$ cat config.mk
export PLATFORM = sky130hd
export DESIGN_NAME = poly_voice_allocator_top
export DESIGN_NICKNAME = d
export VERILOG_FILES = /design/src/hw/rtl/pva_pkg.sv /design/src/hw/rtl/pva_ctrl.sv /design/src/hw/rtl/pva_dp.sv /design/src/hw/rtl/poly_voice_allocator_top.sv
export VERILOG_INCLUDE_DIRS = /design/src /design/src/hw/rtl
export SDC_FILE = /design/constraint.sdc
export NUM_CORES = 1
export LEC_CHECK = 0
export BUFFER_PORTS_ARGS = -buffer_cell sky130_fd_sc_hd__buf_2
export CAP_MARGIN = 20
export CORE_ASPECT_RATIO = 1.25
export CORE_MARGIN = 5
export CORE_UTILIZATION = 45
export CTS_CLUSTER_DIAMETER = 40
export DETAILED_ROUTE_END_ITERATION = 16
export PLACE_DENSITY = 0.68
export SLEW_MARGIN = 20
export SYNTH_ARGS = -nofsm -noshare
export SYNTH_HDL_FRONTEND = slang
export SYNTH_SLANG_ARGS = --single-unit
$ cat constraint.sdc
create_clock -name i_clk -period 12 [get_ports i_clk]
set_input_delay 0 -clock i_clk [delete_from_list [all_inputs] [get_ports i_clk]]
set_output_delay 0 -clock i_clk [all_outputs]
set_load 0.01 [all_outputs]
$ cat src/hw/rtl/assert_macros.svh
// Assertion macros shared by the voice allocator RTL.
// Needs nothing else; each file that asserts includes it in its module body.
`ifndef ASSERT_MACROS_SVH
`define ASSERT_MACROS_SVH

// Same-cycle implication, disabled while reset is asserted.
`define ASSERT_IMPLY(label, clk, rst_n, ante, cons, msg) \
    label: assert property (@(posedge clk) disable iff (!rst_n) (ante) |-> (cons)) \
        else $error(msg);

// Next-cycle implication, disabled while reset is asserted.
`define ASSERT_NEXT(label, clk, rst_n, ante, cons, msg) \
    label: assert property (@(posedge clk) disable iff (!rst_n) (ante) |=> (cons)) \
        else $error(msg);

`endif

$ cat src/hw/rtl/pva_pkg.sv
// Types, codes and constants of the polyphonic voice allocator.
// Used by pva_ctrl, pva_dp and poly_voice_allocator_top; depends on nothing.
package pva_pkg;

    localparam int DEF_VOICES = 16;
    localparam int NOTE_W     = 7;
    localparam int VEL_W      = 8;
    localparam int VIDX_W     = 4;
    localparam int MASK_W     = 16;
    localparam int CNT_W      = 5;
    localparam int POLY_W     = 5;
    localparam int AGE_W      = 32;
    localparam int PREV_W     = 8;

    localparam logic [POLY_W-1:0]        POLY_RESET = 5'd16;
    localparam logic signed [PREV_W-1:0] LAST_NONE  = -8'sd1;

    typedef enum logic [1:0] {
        CMD_NOTE_ON    = 2'd0,
        CMD_NOTE_OFF   = 2'd1,
        CMD_PANIC      = 2'd2,
        CMD_VOICE_DONE = 2'd3
    } t_cmd;

    typedef struct packed {
        t_cmd               command;
        logic [NOTE_W-1:0]  note;
        logic [VEL_W-1:0]   velocity;
        logic [VIDX_W-1:0]  done_voice;
    } t_req;

    typedef struct packed {
        logic                      start_valid;
        logic [VIDX_W-1:0]         start_voice;
        logic [NOTE_W-1:0]         start_note;
        logic [VEL_W-1:0]          start_velocity;
        logic signed [PREV_W-1:0]  previous_note;
        logic                      kill_valid;
        logic [VIDX_W-1:0]         kill_voice;
        logic [MASK_W-1:0]         release_mask;
        logic [MASK_W-1:0]         active_mask;
        logic [CNT_W-1:0]          active_count;
    } t_rsp;

    typedef enum logic [2:0] {
        S_IDLE,
        S_LOOKUP,
        S_SCAN,
        S_APPLY,
        S_REPORT
    } t_state;

    // Controller to datapath
    typedef struct packed {
        logic accept;
        logic lookup;
        logic scan;
        logic apply;
        logic report;
    } t_dp_cmd;

    // Datapath to controller
    typedef struct packed {
        logic is_note_on;
        logic scan_last;
        logic out_free;
    } t_dp_stat;

endpackage

$ cat src/hw/rtl/pva_ctrl.sv
// Sequencing state machine of the voice allocator.
// Depends on pva_pkg and assert_macros.svh; drives pva_dp through t_dp_cmd.
module pva_ctrl (
    input  logic              i_clk,
    input  logic              i_rst_n,
    input  logic              i_in_valid,
    output logic              o_in_ready,
    input  pva_pkg::t_dp_stat i_stat,
    output pva_pkg::t_dp_cmd  o_cmd
);
    import pva_pkg::*;
    `include "assert_macros.svh"

    t_state r_state, n_state;

    always_ff @(posedge i_clk) begin
        if (!i_rst_n) begin
            r_state <= S_IDLE;
        end else begin
            r_state <= n_state;
        end
    end

    always_comb begin
        n_state    = r_state;
        o_cmd      = '0;
        o_in_ready = 1'b0;
        unique case (r_state)
            S_IDLE: begin
                o_in_ready = 1'b1;
                if (i_in_valid) begin
                    o_cmd.accept = 1'b1;
                    n_state      = S_LOOKUP;
                end
            end
            S_LOOKUP: begin
                o_cmd.lookup = 1'b1;
                n_state      = i_stat.is_note_on ? S_SCAN : S_APPLY;
            end
            S_SCAN: begin
                o_cmd.scan = 1'b1;
                if (i_stat.scan_last) begin
                    n_state = S_APPLY;
                end
            end
            S_APPLY: begin
                o_cmd.apply = 1'b1;
                n_state     = S_REPORT;
            end
            S_REPORT: begin
                // hold until the output register can take the result
                if (i_stat.out_free) begin
                    o_cmd.report = 1'b1;
                    n_state      = S_IDLE;
                end
            end
            default: begin
                n_state = S_IDLE;
            end
        endcase
    end

    `ASSERT_IMPLY(a_report_free, i_clk, i_rst_n, o_cmd.report, i_stat.out_free,
                  "result loaded while output register busy")
    `ASSERT_NEXT(a_accept_lookup, i_clk, i_rst_n, i_in_valid && o_in_ready,
                 r_state == S_LOOKUP, "accepted request not decoded next cycle")

endmodule

$ cat src/hw/rtl/pva_dp.sv
// Voice pool datapath: voice state, lookup, age scan, update and result register.
// Depends on pva_pkg and assert_macros.svh; sequenced by pva_ctrl.
module pva_dp #(
    parameter int VOICES = pva_pkg::DEF_VOICES
) (
    input  logic                        i_clk,
    input  logic                        i_rst_n,
    input  pva_pkg::t_req               i_req,
    input  logic                        i_cfg_we,
    input  logic [pva_pkg::POLY_W-1:0]  i_cfg_data,
    input  pva_pkg::t_dp_cmd            i_cmd,
    output pva_pkg::t_dp_stat           o_stat,
    output logic                        o_out_valid,
    input  logic                        i_out_ready,
    output pva_pkg::t_rsp               o_out
);
    import pva_pkg::*;
    `include "assert_macros.svh"

    localparam int IW  = (VOICES > 1) ? $clog2(VOICES) : 1;
    localparam int CW  = $clog2(VOICES + 1);
    localparam int PW  = (CW > POLY_W) ? CW : POLY_W;

    // voice pool
    logic [VOICES-1:0]  r_active;
    logic [VOICES-1:0]  r_gated;
    logic [NOTE_W-1:0]  r_note [VOICES];
    logic [AGE_W-1:0]   r_age  [VOICES];
    logic [AGE_W-1:0]   r_age_cnt;
    logic [PREV_W-1:0]  r_last;
    logic [POLY_W-1:0]  r_max_poly;

    // request and working registers
    t_req               r_req;
    logic [IW-1:0]      r_v;
    logic               r_v_known;
    logic [CW-1:0]      r_others;
    logic [IW-1:0]      r_idx;
    logic [IW-1:0]      r_best;
    logic               r_best_ok;
    logic [AGE_W-1:0]   r_best_age;
    logic [IW-1:0]      r_second;
    logic               r_second_ok;
    logic [AGE_W-1:0]   r_second_age;
    logic [IW-1:0]      r_start_voice;
    logic               r_kill_valid;
    logic [IW-1:0]      r_kill_voice;
    logic [VOICES-1:0]  r_rel_mask;
    logic [PREV_W-1:0]  r_prev;
    logic               r_out_valid;
    t_rsp               r_out;

    logic               is_on;
    logic               hit_found, free_found;
    logic [IW-1:0]      hit_idx, free_idx;
    logic [CW-1:0]      act_cnt;
    logic               scan_elig;
    logic [AGE_W-1:0]   scan_age;
    logic [IW-1:0]      v_fin, oldest;
    logic               oldest_ok;
    logic [PW-1:0]      cfg_x, poly;
    logic               kill;
    logic [VOICES-1:0]  off_mask;
    logic               done_ok;
    logic [IW-1:0]      done_idx;

    assign is_on = (r_req.command == CMD_NOTE_ON);

    // first active voice on the note, first free voice, pool count, gated voices on the note
    always_comb begin
        hit_found  = 1'b0;
        free_found = 1'b0;
        hit_idx    = '0;
        free_idx   = '0;
        act_cnt    = '0;
        off_mask   = '0;
        for (int i = 0; i < VOICES; i++) begin
            if (!hit_found && r_active[i] && r_note[i] == r_req.note) begin
                hit_found = 1'b1;
                hit_idx   = IW'(i);
            end
            if (!free_found && !r_active[i]) begin
                free_found = 1'b1;
                free_idx   = IW'(i);
            end
            if (r_active[i]) begin
                act_cnt = act_cnt + CW'(1);
            end
            off_mask[i] = r_active[i] && r_gated[i] && r_note[i] == r_req.note;
        end
    end

    assign scan_age  = r_age[r_idx];
    assign scan_elig = r_active[r_idx] && !(r_v_known && r_idx == r_v);

    // with no hit or free voice the oldest is taken, the next oldest killed at the poly limit
    assign v_fin     = r_v_known ? r_v : r_best;
    assign oldest    = r_v_known ? r_best : r_second;
    assign oldest_ok = r_v_known ? r_best_ok : r_second_ok;

    always_comb begin
        cfg_x = PW'(r_max_poly);
        if (cfg_x == '0) begin
            poly = PW'(1);
        end else if (cfg_x > PW'(VOICES)) begin
            poly = PW'(VOICES);
        end else begin
            poly = cfg_x;
        end
    end

    assign kill     = (PW'(r_others) >= poly) && oldest_ok;
    assign done_ok  = (32'(r_req.done_voice) < VOICES);
    assign done_idx = IW'(r_req.done_voice);

    always_ff @(posedge i_clk) begin
        if (!i_rst_n) begin
            r_active    <= '0;
            r_gated     <= '0;
            r_age_cnt   <= '0;
            r_last      <= LAST_NONE;
            r_max_poly  <= POLY_RESET;
            r_out_valid <= 1'b0;
        end else begin
            if (i_cfg_we) begin
                r_max_poly <= i_cfg_data;
            end
            if (i_cmd.apply) begin
                unique case (r_req.command)
                    CMD_NOTE_ON: begin
                        if (kill) begin
                            r_active[oldest] <= 1'b0;
                            r_gated[oldest]  <= 1'b0;
                        end
                        r_active[v_fin] <= 1'b1;
                        r_gated[v_fin]  <= 1'b1;
                        r_age_cnt       <= r_age_cnt + AGE_W'(1);
                        r_last          <= PREV_W'(r_req.note);
                    end
                    CMD_NOTE_OFF: begin
                        r_gated <= r_gated & ~off_mask;
                    end
                    CMD_PANIC: begin
                        r_active <= '0;
                        r_gated  <= '0;
                    end
                    CMD_VOICE_DONE: begin
                        if (done_ok && r_active[done_idx] && !r_gated[done_idx]) begin
                            r_active[done_idx] <= 1'b0;
                        end
                    end
                    default: begin
                    end
                endcase
            end
            if (i_cmd.report) begin
                r_out_valid <= 1'b1;
            end else if (i_out_ready) begin
                r_out_valid <= 1'b0;
            end
        end
    end

    // payload and working registers
    always_ff @(posedge i_clk) begin
        if (i_cmd.accept) begin
            r_req <= i_req;
        end
        if (i_cmd.lookup) begin
            r_v         <= hit_found ? hit_idx : free_idx;
            r_v_known   <= hit_found || free_found;
            r_others    <= act_cnt - ((hit_found || !free_found) ? CW'(1) : CW'(0));
            r_idx       <= '0;
            r_best_ok   <= 1'b0;
            r_second_ok <= 1'b0;
        end
        if (i_cmd.scan) begin
            r_idx <= r_idx + IW'(1);
            if (scan_elig) begin
                if (!r_best_ok || scan_age < r_best_age) begin
                    // demote the current best to runner-up
                    r_second     <= r_best;
                    r_second_ok  <= r_best_ok;
                    r_second_age <= r_best_age;
                    r_best       <= r_idx;
                    r_best_ok    <= 1'b1;
                    r_best_age   <= scan_age;
                end else if (!r_second_ok || scan_age < r_second_age) begin
                    r_second     <= r_idx;
                    r_second_ok  <= 1'b1;
                    r_second_age <= scan_age;
                end
            end
        end
        if (i_cmd.apply) begin
            r_start_voice <= v_fin;
            r_kill_valid  <= is_on && kill;
            r_kill_voice  <= oldest;
            r_rel_mask    <= (r_req.command == CMD_NOTE_OFF) ? off_mask : '0;
            r_prev        <= r_last;
            if (is_on) begin
                r_note[v_fin] <= r_req.note;
                r_age[v_fin]  <= r_age_cnt;
            end
        end
        if (i_cmd.report) begin
            r_out.start_valid    <= is_on;
            r_out.start_voice    <= is_on ? VIDX_W'(r_start_voice) : '0;
            r_out.start_note     <= is_on ? r_req.note : '0;
            r_out.start_velocity <= is_on ? r_req.velocity : '0;
            r_out.previous_note  <= is_on ? r_prev : '0;
            r_out.kill_valid     <= r_kill_valid;
            r_out.kill_voice     <= r_kill_valid ? VIDX_W'(r_kill_voice) : '0;
            r_out.release_mask   <= MASK_W'(r_rel_mask);
            r_out.active_mask    <= MASK_W'(r_active);
            r_out.active_count   <= CNT_W'(act_cnt);
        end
    end

    assign o_stat.is_note_on = is_on;
    assign o_stat.scan_last  = (r_idx == IW'(VOICES - 1));
    assign o_stat.out_free   = !r_out_valid || i_out_ready;
    assign o_out_valid       = r_out_valid;
    assign o_out             = r_out;

    `ASSERT_IMPLY(a_kill_not_start, i_clk, i_rst_n, i_cmd.apply && is_on && kill,
                  oldest != v_fin, "killed voice equals started voice")
    `ASSERT_NEXT(a_start_active, i_clk, i_rst_n, i_cmd.apply && is_on,
                 r_active[$past(v_fin)], "started voice not active after update")

endmodule

$ cat src/hw/rtl/poly_voice_allocator_top.sv
// Top level of the polyphonic voice allocator: controller plus datapath.
// Depends on pva_pkg, pva_ctrl and pva_dp.
//
//  channel  direction  handshake                  payload
//  request  in         i_in_valid / o_in_ready    i_in  (t_req)
//  result   out        o_out_valid / i_out_ready  o_out (t_rsp)
//  config   in         i_cfg_we                   i_cfg_data (max polyphony)
//
// A note on goes from accept through lookup, the age scan, update and report:
// the age compare unit scans one voice per cycle for the oldest and next
// oldest. Note off, panic and voice done skip the scan. One request is in
// work at a time; a new one is taken while the previous result waits in the
// output register, and a stalled output holds the next result in its report
// state. Reset is synchronous, active low, and clears the pool at once.
module poly_voice_allocator_top #(
    parameter int VOICES = pva_pkg::DEF_VOICES
) (
    input  logic                        i_clk,
    input  logic                        i_rst_n,
    input  logic                        i_in_valid,
    output logic                        o_in_ready,
    input  pva_pkg::t_req               i_in,
    output logic                        o_out_valid,
    input  logic                        i_out_ready,
    output pva_pkg::t_rsp               o_out,
    input  logic                        i_cfg_we,
    input  logic [pva_pkg::POLY_W-1:0]  i_cfg_data
);
    import pva_pkg::*;

    t_dp_cmd  dp_cmd;
    t_dp_stat dp_stat;

    pva_ctrl u_ctrl (
        .i_clk      (i_clk),
        .i_rst_n    (i_rst_n),
        .i_in_valid (i_in_valid),
        .o_in_ready (o_in_ready),
        .i_stat     (dp_stat),
        .o_cmd      (dp_cmd)
    );

    pva_dp #(
        .VOICES (VOICES)
    ) u_dp (
        .i_clk       (i_clk),
        .i_rst_n     (i_rst_n),
        .i_req       (i_in),
        .i_cfg_we    (i_cfg_we),
        .i_cfg_data  (i_cfg_data),
        .i_cmd       (dp_cmd),
        .o_stat      (dp_stat),
        .o_out_valid (o_out_valid),
        .i_out_ready (i_out_ready),
        .o_out       (o_out)
    );

endmodule
Word-level counts from Yosys, hierarchy flattened

Memory sizes are Yosys's and may differ from the RTL's. A register that Yosys moved wholly into a read port is not among the register bits.
Cells that the tools add are included.

Register bits after elaboration: 293
RAM bits: 624
Bits of input ports: 31
Output and inout bits: 72
Word-level logic and storage cells: 402
Memories kept: 2

Add/sub/neg operators: 18
$lt $le $gt $ge: 11
Eq/ne operators: 29
Mux-type cells: 142
Bitwise operators: 9
Reductions and logical operators: 155

Memory list:

| name        | depth | bits a word | rd ports | clocked after memory_dff | wr ports | RTL line     | RTL |
|---|---|---|---|---|---|---|---|
| u_dp.r_age  | 16    | 32          | 1        | 1                        | 1        | pva_dp.sv:28 | `logic [AGE_W-1:0] r_age [VOICES];` |
| u_dp.r_note | 16    | 7           | 16       | 0                        | 1        | pva_dp.sv:27 | `logic [NOTE_W-1:0] r_note [VOICES];` |

Operators by type and width:

| kind                                                               | count |
|---|---|
| 2-to-1 mux 16 bit                                                  | 9 |
| == test 7 bit                                                      | 16 |
| 2-to-1 mux 4 bit                                                   | 24 |
| one-hot mux 16 bit (3 select lines)                                | 2 |
| logical AND 1 bit                                                  | 86 |
| 2-to-1 mux 5 bit                                                   | 17 |
| adder 5 x 1 -> 5 bit (second input constant)                       | 14 |
| 2-to-1 mux 1 bit                                                   | 66 |
| bitwise AND 16 bit                                                 | 4 |
| less-than comparator 32 bit                                        | 2 |
| 2-to-1 mux 32 bit                                                  | 2 |
| logical NOT 1 bit                                                  | 50 |
| NOT 16 bit                                                         | 3 |
| 2-to-1 mux 3 bit                                                   | 11 |
| adder 32 x 1 -> 32 bit (second input constant)                     | 1 |
| bitwise OR 16 bit                                                  | 2 |
| less-than comparator 4 x 5 -> 1 bit (second input constant)        | 4 |
| one-hot mux 3 bit (5 select lines)                                 | 1 |
| binary-select mux 1 bit (select 4 bit)                             | 3 |
| demux 1 bit (select 4 bit)                                         | 3 |
| greater-or-equal comparator 4 x 1 -> 1 bit (second input constant) | 3 |
| AND reduction 3 bit                                                | 4 |
| 2-to-1 mux 2 bit                                                   | 4 |
| == test 3 x 2 -> 1 bit (second input constant)                     | 2 |
| other kinds (20)                                                   | 31 |

Longest topological paths before layout

An unclocked memory read counts as a cell.

Word-level depth: 67
Mapped depth: 51
Gate-level depth less buffers: 51

Modules after synthesis

A second synthesis with hierarchy kept.

Cells, all modules: 2492
Area, all modules: 39781.9 um2

By module, submodules not included:

| module   | times used | cells each | area an instance (um2) | seq. area each (um2) |
|---|---|---|---|---|
| pva_dp   | 1          | 2465       | 39532.9                | 26725.6 |
| pva_ctrl | 1          | 27         | 249.0                  | 60.1 |

Worst setup path after synthesis

No wires, ideal clock.

Path kind: register to register
Start point: reg u_dp.r_active[0]
End point: reg u_dp.r_others[4], data pin
Library setup time: 0.260 ns
Arrival time: 8.571 ns
Path slack: 3.169 ns
Stages on the path, launching flop included: 50
Path buffers: 0
Period minus slack after synthesis: 8.831 ns
Cell sequence: dfxtp_1 > inv_1 > ha_1 > xor2_1 > ha_1 > nand2_1 > o21ai_0 > ha_1 > inv_1 > mux2_2 > nand2_1 > ha_1 > nor2_1 > a31oi_1 > ha_1 > nand2_1 > nand2_1 > ha_1 > [... 14 more ...] > a21o_1 > inv_1 > ha_1 > nand2_1 > o21ai_0 > ha_1 > nand2_1 > o311a_1 > inv_1 > ha_1 > nand2_1 > o21ai_0 > ha_1 > nand2_1 > or3_1 > mux2i_1 > xnor3_1 > xor2_1

Elaborated cells on any way between the ends: 142
Classes of those cells: add/sub: 16; mux: 49; reduce/logical: 77

RTL lines:

| element                          | RTL line      | RTL |
|---|---|---|
| start: declaration               | pva_dp.sv:25  | `logic [VOICES-1:0] r_active;` |
| start signal: assignment         | pva_dp.sv:118 | `r_active <= '0;` |
| start signal: indexed assignment | pva_dp.sv:132 | `r_active[oldest] <= 1'b0;` |
| start signal: indexed assignment | pva_dp.sv:135 | `r_active[v_fin] <= 1'b1;` |
| 2-to-1 mux 1 bit *               | pva_dp.sv:86  | `if (r_active[i]) begin` |
| adder 1 x 1 -> 2 bit             | pva_dp.sv:87  | `act_cnt = act_cnt + CW'(1);` |
| 2-to-1 mux 5 bit *               | pva_dp.sv:86  |  |
| adder 5 x 1 -> 5 bit             | pva_dp.sv:87  |  |
| 2-to-1 mux 5 bit *               | pva_dp.sv:86  |  |
| adder 5 x 1 -> 5 bit             | pva_dp.sv:87  |  |
| 2-to-1 mux 5 bit *               | pva_dp.sv:86  |  |
| adder 5 x 1 -> 5 bit             | pva_dp.sv:87  |  |
| [... 17 more ...]                | --            |  |
| adder 5 x 1 -> 5 bit             | pva_dp.sv:87  |  |
| 2-to-1 mux 5 bit *               | pva_dp.sv:86  |  |
| adder 5 x 1 -> 5 bit             | pva_dp.sv:87  |  |
| 2-to-1 mux 5 bit *               | pva_dp.sv:86  |  |
| adder 5 x 1 -> 5 bit             | pva_dp.sv:87  |  |
| 2-to-1 mux 5 bit *               | pva_dp.sv:86  |  |
| net u_dp.act_cnt[4]              | pva_dp.sv:56  | `logic [CW-1:0] act_cnt;` |
| subtractor 5 bit *               | pva_dp.sv:172 | `r_others <= act_cnt - ((hit_found \|\| !free_found) ? CW'(1) : CW'(0));` |
| end signal: assignment           | pva_dp.sv:172 |  |
| end: declaration                 | pva_dp.sv:37  | `logic [CW-1:0] r_others;` |

The timed path passes the listed nets; every way through them passes the cells marked *.
A chain may end at the register's enable or synchronous reset.

Worst setup path after layout

Ends and elaborated chain as after synthesis.

==> flow_summary_export.csv <==
group,metric,value,unit
outcome,status,"finished clean",
synthesis,synth_area,39400,µm²
synthesis,yosys.cell_count.top_type,"edfxtp_1",
grt,grt-ovfl-total,0,
timing,slew_headroom,28.0,%
grt,busiest_layer,"met2",
min_path,hold_start,"i_rst_n",
grt,grt_pass1_wl,140,mm
timing,layout_setup_ws,2.26,ns
grt,track_usage,19.7,%
die,die_y,341,µm
synthesis,ys_types,71,
die,fp.dieArea,93700,µm²
detailed_routing,wirelength,92.3,mm
timing,grt_setup_unrepaired,"false",
critical_path,start_kind,"flop",
final_layout,area_growth,15.6,%
synthesis,postSynthAreaPerCell,15.9,µm²
clocking,cts_tree,"done",
critical_path,cp_max_fo,9,
min_path,min_to,"u_dp.r_last[7]$_SDFFE_PN1P_",
die,die_x,275,µm
clocking,clk_latency,0.67,ns
detailed_routing,routedWlPerCell,23.5,µm
synthesis,ys_seq_area_share,67.9,%
timing,fmax,103,MHz
timing,finalMaxSlewViolations,0,
grt,grtUsageMet2,34.9,%
timing,layout_min_cycle_time,9.74,ns
synthesis,yosys.area.top_type,"edfxtp_1",
critical_path,cp.required,12.41,ns
timing,fin_crit_sh,81.2,%
grt,grt_use_met1,24.6,%
timing,fin_worst_skew,0.0200,ns
clocking,htreeDepth,3,
power,total_power,8.09,mW
final_layout,fillers,6955,
critical_path,crit_path_end_kind,"flop",
clocking,clk_path_buf_depth,3,
place,dp_hpwl,55.0,mm
place,io_buffer_count,102,
place,dpl_worst_slack,2.28,ns
place,globalplace.congestion,0.925,
grt,grt_max_degree,82,
grt,grt_pass1_vias,22807,
min_path,min_path_cells,3,
final_layout,n_antenna_cell,0,
die,rows,121,
detailed_routing,drc,0,
clocking,clkSinkCount,921,
clocking,cts_buffers,108,
critical_path,criticalPathCategory,"flop to flop",
detailed_routing,viasPerCell,5.55,
synthesis,synth_nets,2601,
critical_path,ff2ff_path_depth,49,
synthesis,netlist_top_cells_area,"edfxtp_1 63%, mux4_2 9.5%, dfxtp_1 4.4%",
timing,worst_slew_pin_slew,1.07,ns
clocking,clockRootBuffer,"clkbuf_16",
power,peakVddDrop,0.106,mV
timing,fin_setup_tns,0,ns
min_path,hold_class,"input pin to flop",
critical_path,arrival,10.15,ns
timing,finalHoldViolations,0,
critical_path,rr_startpoint,"u_dp.r_active[0]$_SDFFE_PN0P_",
clocking,clkTransAtPathRegs,0.06,ns
die,start_util,45.3,%
synthesis,synth-seq-cells,921,
final_layout,drive_above_1_share,20.3,%
job,drv_cap,0,
critical_path,cpPeakStageDelay,0.52,ns
final_layout,finalNetCount,2786,
clocking,ctsResizeCount,0,
critical_path,crit_slowest_cell,"dfxtp_1",
die,core_area,87100,µm²
detailed_routing,drt_first_pass_iters,5,
detailed_routing,vias,21778,
synthesis,synthArstFlopShare,0,%
power,p_leak,15.7,nW
timing,final-setup-viol-count,0,
synthesis,synth-edff-count,834,
critical_path,crit_top_cell,"ha_1",
synthesis,syn_inst,2478,
detailed_routing,antenna_left,0,
critical_path,regToRegSetupSlack,2.26,ns
synthesis,synthFlopType,"edfxtp_1",
die,io_pins,103,
grt,antenna_found_initial,0,
power,power_density,177,nW/µm²
synthesis,synth_top_area_share,63.5,%
synthesis,yosys_warnings,0,
synthesis,synth.top_cells.by_count,"834 x edfxtp_1, 166 x mux4_2, 164 x nand2_1, 148 x xnor2_1, 114 x o21ai_0",
critical_path,rr_endpoint,"u_dp.r_others[4]$_DFFE_PP_",
detailed_routing,drtIter0Drc,1900,
grt,grt_use_met3,2.56,%
[timing repair]
item / in CTS / in global routing
setup endpoints to repair: 0 / 0
hold buffers: 34 / 0
setup buffers: 0 / 0
endpoints found under the hold margin: 29 / 0
[state kept, by name (all words and copies together), names as in the netlist, 5 cells and up, named ones only]
name,count
u_dp.r_prev,8
u_dp.cfg_x,5
u_dp.r_gated,16
u_dp.r_last,8
u_dp.r_active,16
u_dp.r_age,512
u_dp.r_age_cnt,32
u_dp.r_req,17
u_dp.r_best_age,32
u_dp.r_second_age,32
u_dp.r_rel_mask,16
u_dp.o_out,70
u_dp.r_others,5
u_dp.r_note,112
[layer usage]
metal,part of all wire [%],vias to the layer above,wire (µm)
met5,0,-,0
met4,3.7,0,3410
met3,4.9,172,4500
met2,52,648,48200
met1,39,11079,36200
li1,-,9879,-
[critical path: cells and delay by family, from the launching register on]
family | cells | cell delay, ns
buffers and inverters | 5 | 0.36
AO/OA/AOI/OAI | 9 | 1.33
XOR/XNOR | 3 | 0.62
multiplexers | 3 | 0.59
AND/OR/NAND/NOR | 15 | 1.81
adder cells (fa/ha/maj) | 14 | 4.24
flip-flops | 1 | 0.52
[where the power goes]
group	total, mW	internal, mW	switching (mW)
clock network	3.29	1.94	1.35
registers	3.63	3.54	0.0905
logic	1.16	0.546	0.618
[worst max path at each step]
stage,cells past startpoint,from,to,slack (ns)
floorplan,49,u_dp.r_active[0]$_SDFFE_PN0P_,u_dp.r_others[4]$_DFFE_PP_,3.17
global placement,49,u_dp.r_active[0]$_SDFFE_PN0P_,u_dp.r_others[4]$_DFFE_PP_,2.56
detailed placement,49,u_dp.r_active[0]$_SDFFE_PN0P_,u_dp.r_others[4]$_DFFE_PP_,2.28
CTS,49,u_dp.r_active[0]$_SDFFE_PN0P_,u_dp.r_others[4]$_DFFE_PP_,2.28
global route,49,u_dp.r_active[1]$_SDFFE_PN0P_,u_dp.r_others[4]$_DFFE_PP_,1.53
finish,49,u_dp.r_active[0]$_SDFFE_PN0P_,u_dp.r_others[4]$_DFFE_PP_,2.26
[kinds of logic (layout without fill, tap and decap cells)]
family / after synthesis / after routing / share of synthesized area (%)
AO/OA/AOI/OAI: 297 / 297 / 4.91
XOR/XNOR: 192 / 192 / 4.80
adder cells (fa/ha/maj): 93 / 93 / 2.94
buffers and inverters: 218 / 495 / 2.11
flip-flops: 921 / 921 / 67.9
multiplexers: 190 / 190 / 10.1
AND/OR/NAND/NOR: 567 / 567 / 7.23
[through the flow]
step | utilization (%) | hold slack (ns) | instance area, µm² | instances
2_1_floorplan | - | 0.0989 | 39400 | 2478
4_1_cts | 52.4 | 0.00916 | 45600 | 3923
3_5_place_dp | 47.7 | 0.178 | 41600 | 3687
6_report | 52.4 | 0.0434 | 45600 | 3923
5_1_grt | 52.4 | 0.0270 | 45600 | 3923
3_3_place_gp | 47.7 | 0.178 | 41500 | 3686
[placed cells by master, fill, tap and decap left out, types with 29 or more instances in the layout]
cell and count:
mux4_2 166, dfxtp_1 83, o21ai_0 113, nor2b_1 42
ha_1 92, buf_2 102, nand2_1 164, nor2_1 88
dlygate4sd3_1 34, nand4_1 52, edfxtp_1 834, inv_1 103
clkbuf_16 113, xnor2_1 148, buf_4 52, nand3_1 47
and2_1 66, and3_1 29
[area by class of cell]
class	instances	area (µm²)	share of cell area, %
multi-input cells	1339	12000	26.3
repair buffers	189	1260	2.77
clock buffers	126	2950	6.46
flip-flops and latches	921	26800	58.8
clock inverters	76	757	1.66
inverters	104	390	0.856
well taps	1168	1460	3.20
(Power assumes the default switching activity.)
